--- src/rtl/olist_pkg.sv ---
// Shared types and codes for the ordered list engine.
// No dependencies; every other file imports this package.
package olist_pkg;

  // Operation codes carried in the request beat
  localparam logic [2:0] OP_INS_FRONT = 3'd0;
  localparam logic [2:0] OP_INS_END   = 3'd1;
  localparam logic [2:0] OP_INS_AT    = 3'd2;
  localparam logic [2:0] OP_DEL_FRONT = 3'd3;
  localparam logic [2:0] OP_DEL_END   = 3'd4;
  localparam logic [2:0] OP_DEL_AT    = 3'd5;
  localparam logic [2:0] OP_SEARCH    = 3'd6;

  // Status codes returned in the response beat
  localparam logic [2:0] ST_OK       = 3'd0;
  localparam logic [2:0] ST_EMPTY    = 3'd1;
  localparam logic [2:0] ST_BADPOS   = 3'd2;
  localparam logic [2:0] ST_FULL     = 3'd3;
  localparam logic [2:0] ST_NOTFOUND = 3'd4;

  // Match bits examined per scan cycle
  localparam int SCAN_CHUNK = 8;

  typedef struct packed {
    logic [2:0]         op;
    logic signed [31:0] item_value;
    logic [7:0]         position;
  } req_t;

  typedef struct packed {
    logic [2:0] status;
    logic [7:0] found_position;
    logic [7:0] entry_count;
  } rsp_t;

  // Broadcast from the controller to every cell of the row
  typedef struct packed {
    logic        ins;
    logic        del;
    logic [7:0]  slot;
    logic [31:0] value;
  } cell_cmd_t;

  typedef enum logic [1:0] {
    S_IDLE = 2'b01,
    S_SCAN = 2'b10
  } state_t;

endpackage

--- src/rtl/olist_cell.sv ---
// One storage cell of the list row: holds an entry and its valid bit.
// Depends on olist_pkg for the broadcast command type.
module olist_cell
  import olist_pkg::*;
(
  input  logic        clk,
  input  logic        rst,
  input  cell_cmd_t   cmd,
  input  logic [7:0]  slot_id,
  input  logic [31:0] left_data,
  input  logic        left_valid,
  input  logic [31:0] right_data,
  input  logic        right_valid,
  output logic [31:0] data,
  output logic        valid,
  output logic        match
);

  logic after_slot;
  logic at_slot;

  assign after_slot = slot_id > cmd.slot;
  assign at_slot    = slot_id == cmd.slot;

  // Compare against the broadcast key
  assign match = valid && (data == cmd.value);

  // Shift toward the end on insert, toward the front on delete
  always_ff @(posedge clk) begin
    if (rst) begin
      valid <= 1'b0;
    end else if (cmd.ins) begin
      if (after_slot) begin
        valid <= left_valid;
      end else if (at_slot) begin
        valid <= 1'b1;
      end
    end else if (cmd.del) begin
      if (after_slot || at_slot) begin
        valid <= right_valid;
      end
    end
  end

  always_ff @(posedge clk) begin
    if (cmd.ins) begin
      if (after_slot) begin
        data <= left_data;
      end else if (at_slot) begin
        data <= cmd.value;
      end
    end else if (cmd.del) begin
      if (after_slot || at_slot) begin
        data <= right_data;
      end
    end
  end

endmodule

--- src/rtl/ordered_list_engine.sv ---
// Top level of the ordered list engine: request decode, cell row, search scan.
// Depends on olist_pkg and olist_cell.
//
// Usage:
//   Request channel (req_valid/req_ready/req) carries op, item_value and
//   position. Response channel (rsp_valid/rsp_ready/rsp) returns one beat
//   per request: status, found_position and entry_count.
//   Inserts, deletes and unused op codes complete at the accepting edge;
//   the response beat is visible the next cycle, so one such request can
//   be taken every cycle while the receiver keeps up.
//   A search compares all cells in parallel at the accepting edge, then
//   walks the registered match vector 8 bits per cycle until a chunk
//   holds a hit or the last chunk is done. Requests are held off
//   during the scan.
//   The response sits in an output register; a new request is taken while
//   it is being drained in the same cycle. If the receiver stalls, the
//   beat holds and no new request is accepted.
//   Reset empties the list (count zero, all cells invalid) and drops any
//   pending response. No clearing pass is needed.
module ordered_list_engine
  import olist_pkg::*;
#(
  parameter int CAPACITY = 16
) (
  input  logic clk,
  input  logic rst,
  input  logic req_valid,
  output logic req_ready,
  input  req_t req,
  output logic rsp_valid,
  input  logic rsp_ready,
  output rsp_t rsp
);

  localparam int CNT_W  = $clog2(CAPACITY + 1);
  localparam int CHUNKS = (CAPACITY + SCAN_CHUNK - 1) / SCAN_CHUNK;
  localparam int SCAN_W = CHUNKS * SCAN_CHUNK;
  localparam logic [7:0] LAST_BASE = 8'((CHUNKS - 1) * SCAN_CHUNK);

  state_t                     state;
  logic [CNT_W-1:0]           count;
  logic [CNT_W-1:0]           count_next;
  logic [SCAN_W-1:0]          match;
  logic [7:0]                 scan_base;
  logic [2:0]                 first_idx;
  logic                       hit;
  logic                       accept;
  logic [8:0]                 count9;
  logic [8:0]                 pos9;
  logic                       full;
  logic                       empty;
  logic [2:0]                 status_now;
  logic                       do_ins;
  logic                       do_del;
  logic [7:0]                 slot;
  cell_cmd_t                  cmd;
  logic [CAPACITY-1:0][31:0]  cell_data;
  logic [CAPACITY-1:0]        cell_valid;
  logic [CAPACITY-1:0]        cell_match;

  assign accept    = req_valid && req_ready;
  assign req_ready = (state == S_IDLE) && (!rsp_valid || rsp_ready);

  assign count9 = 9'(count);
  assign pos9   = {1'b0, req.position};
  assign full   = count9 >= 9'(CAPACITY);
  assign empty  = count == '0;

  // Decode the request into a status and a cell command
  always_comb begin
    status_now = ST_OK;
    do_ins     = 1'b0;
    do_del     = 1'b0;
    slot       = '0;
    case (req.op)
      OP_INS_FRONT: begin
        if (full) status_now = ST_FULL;
        else do_ins = 1'b1;
      end
      OP_INS_END: begin
        slot = 8'(count);
        if (full) status_now = ST_FULL;
        else do_ins = 1'b1;
      end
      OP_INS_AT: begin
        slot = req.position - 8'd1;
        if (req.position == 8'd0 || pos9 > count9 + 9'd1) status_now = ST_BADPOS;
        else if (full) status_now = ST_FULL;
        else do_ins = 1'b1;
      end
      OP_DEL_FRONT: begin
        if (empty) status_now = ST_EMPTY;
        else do_del = 1'b1;
      end
      OP_DEL_END: begin
        slot = 8'(count9 - 9'd1);
        if (empty) status_now = ST_EMPTY;
        else do_del = 1'b1;
      end
      OP_DEL_AT: begin
        slot = req.position - 8'd1;
        if (empty) status_now = ST_EMPTY;
        else if (req.position == 8'd0 || pos9 > count9) status_now = ST_BADPOS;
        else do_del = 1'b1;
      end
      OP_SEARCH: begin
        status_now = ST_OK;
      end
      default: begin
        status_now = ST_OK;
      end
    endcase
  end

  always_comb begin
    count_next = count;
    if (do_ins) count_next = count + CNT_W'(1);
    else if (do_del) count_next = count - CNT_W'(1);
  end

  assign cmd.ins   = accept && do_ins;
  assign cmd.del   = accept && do_del;
  assign cmd.slot  = slot;
  assign cmd.value = req.item_value;

  // Row of cells, each wired to its neighbors
  for (genvar i = 0; i < CAPACITY; i++) begin : g_cell
    logic [31:0] left_d;
    logic        left_v;
    logic [31:0] right_d;
    logic        right_v;

    if (i == 0) begin : g_head
      assign left_d = '0;
      assign left_v = 1'b0;
    end else begin : g_link_l
      assign left_d = cell_data[i-1];
      assign left_v = cell_valid[i-1];
    end

    if (i == CAPACITY - 1) begin : g_tail
      assign right_d = '0;
      assign right_v = 1'b0;
    end else begin : g_link_r
      assign right_d = cell_data[i+1];
      assign right_v = cell_valid[i+1];
    end

    olist_cell u_cell (
      .clk         (clk),
      .rst         (rst),
      .cmd         (cmd),
      .slot_id     (8'(i)),
      .left_data   (left_d),
      .left_valid  (left_v),
      .right_data  (right_d),
      .right_valid (right_v),
      .data        (cell_data[i]),
      .valid       (cell_valid[i]),
      .match       (cell_match[i])
    );
  end

  // First set bit in the current scan chunk
  always_comb begin
    first_idx = '0;
    for (int k = SCAN_CHUNK - 1; k >= 0; k--) begin
      if (match[k]) first_idx = 3'(k);
    end
  end

  assign hit = |match[SCAN_CHUNK-1:0];

  // Control: state, count, response valid
  always_ff @(posedge clk) begin
    if (rst) begin
      state     <= S_IDLE;
      count     <= '0;
      rsp_valid <= 1'b0;
    end else begin
      if (rsp_valid && rsp_ready) rsp_valid <= 1'b0;
      case (state)
        S_IDLE: begin
          if (accept) begin
            count <= count_next;
            if (req.op == OP_SEARCH) state <= S_SCAN;
            else rsp_valid <= 1'b1;
          end
        end
        S_SCAN: begin
          if (hit || scan_base == LAST_BASE) begin
            rsp_valid <= 1'b1;
            state     <= S_IDLE;
          end
        end
        default: state <= S_IDLE;
      endcase
    end
  end

  // Payload: response beat, match vector, scan position
  always_ff @(posedge clk) begin
    case (state)
      S_IDLE: begin
        if (accept) begin
          rsp.status         <= status_now;
          rsp.found_position <= 8'd0;
          rsp.entry_count    <= 8'(count_next);
          match              <= SCAN_W'(cell_match);
          scan_base          <= 8'd0;
        end
      end
      S_SCAN: begin
        match              <= match >> SCAN_CHUNK;
        scan_base          <= scan_base + 8'(SCAN_CHUNK);
        rsp.status         <= hit ? ST_OK : ST_NOTFOUND;
        rsp.found_position <= hit ? scan_base + 8'(first_idx) + 8'd1 : 8'd0;
        rsp.entry_count    <= 8'(count);
      end
      default: begin
        scan_base <= scan_base;
      end
    endcase
  end

endmodule

--- config.mk ---
export PLATFORM = sky130hd
export DESIGN_NAME = ordered_list_engine
export DESIGN_NICKNAME = d
export VERILOG_FILES = /design/src/rtl/olist_pkg.sv /design/src/rtl/olist_cell.sv /design/src/rtl/ordered_list_engine.sv
export SDC_FILE = /design/constraint.sdc
export NUM_CORES = 2
export LEC_CHECK = 0
export ABC_CLOCK_PERIOD_IN_PS = 10500
export BUFFER_PORTS_ARGS = -buffer_cell sky130_fd_sc_hd__buf_2
export CAP_MARGIN = 10
export CORE_MARGIN = 3
export CORE_UTILIZATION = 64
export DETAILED_ROUTE_END_ITERATION = 8
export GPL_ROUTABILITY_DRIVEN = 0
export GPL_TIMING_DRIVEN = 1
export PLACE_DENSITY = 0.81
export SETUP_SLACK_MARGIN = 0.02
export SYNTH_ARGS = -nofsm -noshare
export SYNTH_HDL_FRONTEND = slang
export SYNTH_SLANG_ARGS = --single-unit
--- constraint.sdc ---
create_clock -name clk -period 10.5 [get_ports clk]
set_input_delay 2.1 -clock clk [delete_from_list [all_inputs] [get_ports clk]]
set_output_delay 2.1 -clock clk [all_outputs]
set_load 0.05 [all_outputs]
==> summary.txt <==
Status
  • Status: completed

Clocking
  • Worst-path clk slew: 0.06 ns
  • Sink Count: 573
  • Clock Latency Late Sink: roughly 0.63 ns
  • CTS Buffer Depth: 3
  • CTS tree: built
  • Post-CTS Resized: 0
  • Clock root cell: clkbuf_16
  • Post-CTS setup buffer count: 0
  • H-tree levels: 2
  • Num CTS Buffers: 60
  • Cts hold-fix bufs: 0

Critical path
  • Critical path's largest stage delay: 0.93 ns
  • Top delay family on crit path: simple AND/OR/NAND/NOR gates
  • Critical-path cell list: buf_2 -> nor3_1 -> nor4b_1 -> nor4_1 -> or4_4 -> nor3_4 -> buf_4 -> nand2_4 -> nor2_4
  • Worst setup path startpoint: req[3]
  • CP Capture Type: flop
  • CP Data Required Time: 10.75 ns
  • Critical-path maximum fanout: 39
  • RR Endpoint: g_cell[2].u_cell.data[2]
  • WP depth: 9
  • Setup crit start kind: input pin
  • Crit Path Category: input pin to flop
  • Crit path DAT: 6.19 ns
  • R2R depth: 10
  • Slack of the worst reg-to-reg path: 5.14 ns
  • R2r startpoint: count[0]
  • Worst setup path endpoint: g_cell[2].u_cell.data[2]
  • WP buf/inv: 2
  • Slowest stage cell, crit path: nor2_4

Detailed routing
  • Post-DR wirelength/cell: ~26 um
  • Drt first pass iters: 9
  • Initial drt markers: 4,292
  • Routed via count: approximately 28k
  • Via density: 6.856
  • Post-route ant nets: 0
  • # DRC: 0
  • WL final: 108,400 um

Timing
  • Normalized max-slew margin: 6.666%
  • Pins Over Slew Limit: 0
  • Fmax: 168.4 MHz
  • Number of hold violations in the final report: 0
  • Clock Skew: slightly below 0.02 ns
  • Period utilization: a little under three fifths
  • Setup-failing EPs final: 0
  • Worst slew pin tran: 1.400 ns
  • Setup TNS: 0 ns
  • Min Tclk post-route: 5.938 ns
  • RSZ-0062 raised after global routing: false

Min path
  • Min-delay worst type: flop to flop

Logic synthesis
  • Synth top area cells: edfxtp_1 (47%), mux2i_1 (13%), xnor2_1 (6.9%)
  • Post-synth EDFFs: 549
  • Synth cell count leaders: nand2_1 (569), edfxtp_1 (549), mux2i_1 (475)
  • Sequential-to-total area share from yosys stat: 48.02%
  • Post-synth top area share: about 47%
  • Mapped Area: around 35,000 sq um
  • Yosys reg bits: between 500 and 600
  • Cell taking the most area after synthesis: edfxtp_1
  • Ys flop type: edfxtp_1
  • Count leader, synth: nand2_1
  • Synth warn: 0
  • Unique masters post-synth: 65
  • Syn_area_per_cell: 10.18 sq um
  • Post-Syn Instances: 3,471
  • Async S/R FF share, synth: 0%

Global routing
  • Vias in the first global route: approximately 27k
  • Initial antenna violation count: 4
  • Largest net degree at the start of global routing: 322
  • GRT Util Overall: 36.70%
  • GR Overflow Total: 0
  • Wire length of the first global-routing pass: 162,100 um

Placed design
  • Hpwl dp: 73,680 um
  • Placed cell count: approximately 4.0k
  • Port Buffers: 64

Die
  • FP Rows: 85
  • Initial Util: 65.14%
  • IO Count: 68
  • Chip height: 241.0 um
  • Core area: 54,240 sq um
  • Die ar.: between 50,000 and 60,000 sq um
  • Die X: 241.0 um

Pwr
  • Leakage: 14.84 nW
  • Power per cell area: 174.7 nW/um^2
  • Max IR drop VDD: 0.1438 mV

Finish
  • Fin nets: approximately 3.4k
  • Layout cells sized above 1: 7.164%
  • Non-Filler Instances: 4,091
  • Area Growth Syn to Fin: 6.867%

Job
  • Max_cap viols: 0
[where the power goes]
part / leakage, nW / internal [mW] / switching, mW
Combinational: 8.79 / 0.572 / 1.11
Sequential: 5.20 / 2.78 / 0.159
Clock: 0.849 / 1.08 / 0.901
Total: 14.8 / 4.43 / 2.17
[state kept, by name (all words and copies together) (netlist names)]
| register | count |
|---|---|
| g_cell.u_cell.data | 512 |
| state | 2 |
| g_cell.u_cell.valid | 16 |
| scan_base | 5 |
| rsp | 16 |
| count | 5 |
| match | 16 |
| rsp_valid | 1 |
[worst min path at each step]
stage | from | to | cells after the start
floorplan | g_cell[15].u_cell.valid | g_cell[15].u_cell.valid | 2
global placement | state[0] | state[0] | 1
detailed placement | state[0] | state[0] | 1
CTS | state[0] | state[0] | 1
global route | g_cell[0].u_cell.valid | g_cell[0].u_cell.valid | 2
finish | state[0] | state[0] | 1
[cells in the final DEF, fill, tap and decap left out, drive strengths merged, types with 26 or more instances in the layout]
cell type and instances:
xnor2 280, clkbuf 81, a21oi 38, clkinv 26
xor2 242, edfxtp 549, nand4 81, mux2i 475
nor4 80, nand2 570, nor2 100, buf 132
nor3 30, o21ai 493
[per-stage QoR]
stage / area (sq um) / hold WS, ns / util, % / setup WS (ns) / power [mW]
3_5_place_dp: 35990 / 0.4917 / 66.35 / 3.990 / 4.597
5_1_grt: 37750 / 0.5257 / 69.60 / 4.435 / 6.802
4_1_cts: 37730 / 0.5089 / 69.56 / 4.647 / 6.538
3_3_place_gp: 35990 / 0.4743 / 66.35 / 4.155 / 4.539
6_report: 37760 / 0.5154 / 69.61 / 4.562 / 6.595
2_1_floorplan: 35340 / 0.4597 / - / 4.378 / 4.157
[area by class of cell]
class	instances	area, sq um
Multi-Input combinational cell	2556	17220
Sequential cell	573	16970
Fill cell	3876	16480
Antenna cell	3	7.507
Inverter	23	86.33
Clock inverter	27	141.4
Clock buffer	81	1602
Tap cell	696	870.8
Timing Repair Buffer	132	868.3
[cell families after synthesis]
family          synth area share, %
buf+inv                       3.803
compound gates                8.804
simple gates                  12.26
xor+xnor                      12.94
fa+ha+maj                    0.6729
flops                         48.02
other cells                 0.01061
mux                           13.49
[worst reg2reg max path, cell delays in order (launching register included)]
cell	delay (ns)
dfxtp_1	0.41
inv_1	0.24
ha_1	0.27
or3b_1	0.50
and4b_1	0.24
or4_4	0.54
or4_4	0.56
nor3_4	0.19
buf_4	0.51
nand2_4	0.58
nor2_4	0.93
[metal layers]
metal	up-vias	track usage, %	share of wire, %
met5	-	0	0.012
met3	420	9.736	14
met4	2	18.03	5.5
met1	13278	49.84	37
met2	2234	54.96	44
li1	12114	-	-
(Power assumes the default switching activity.)
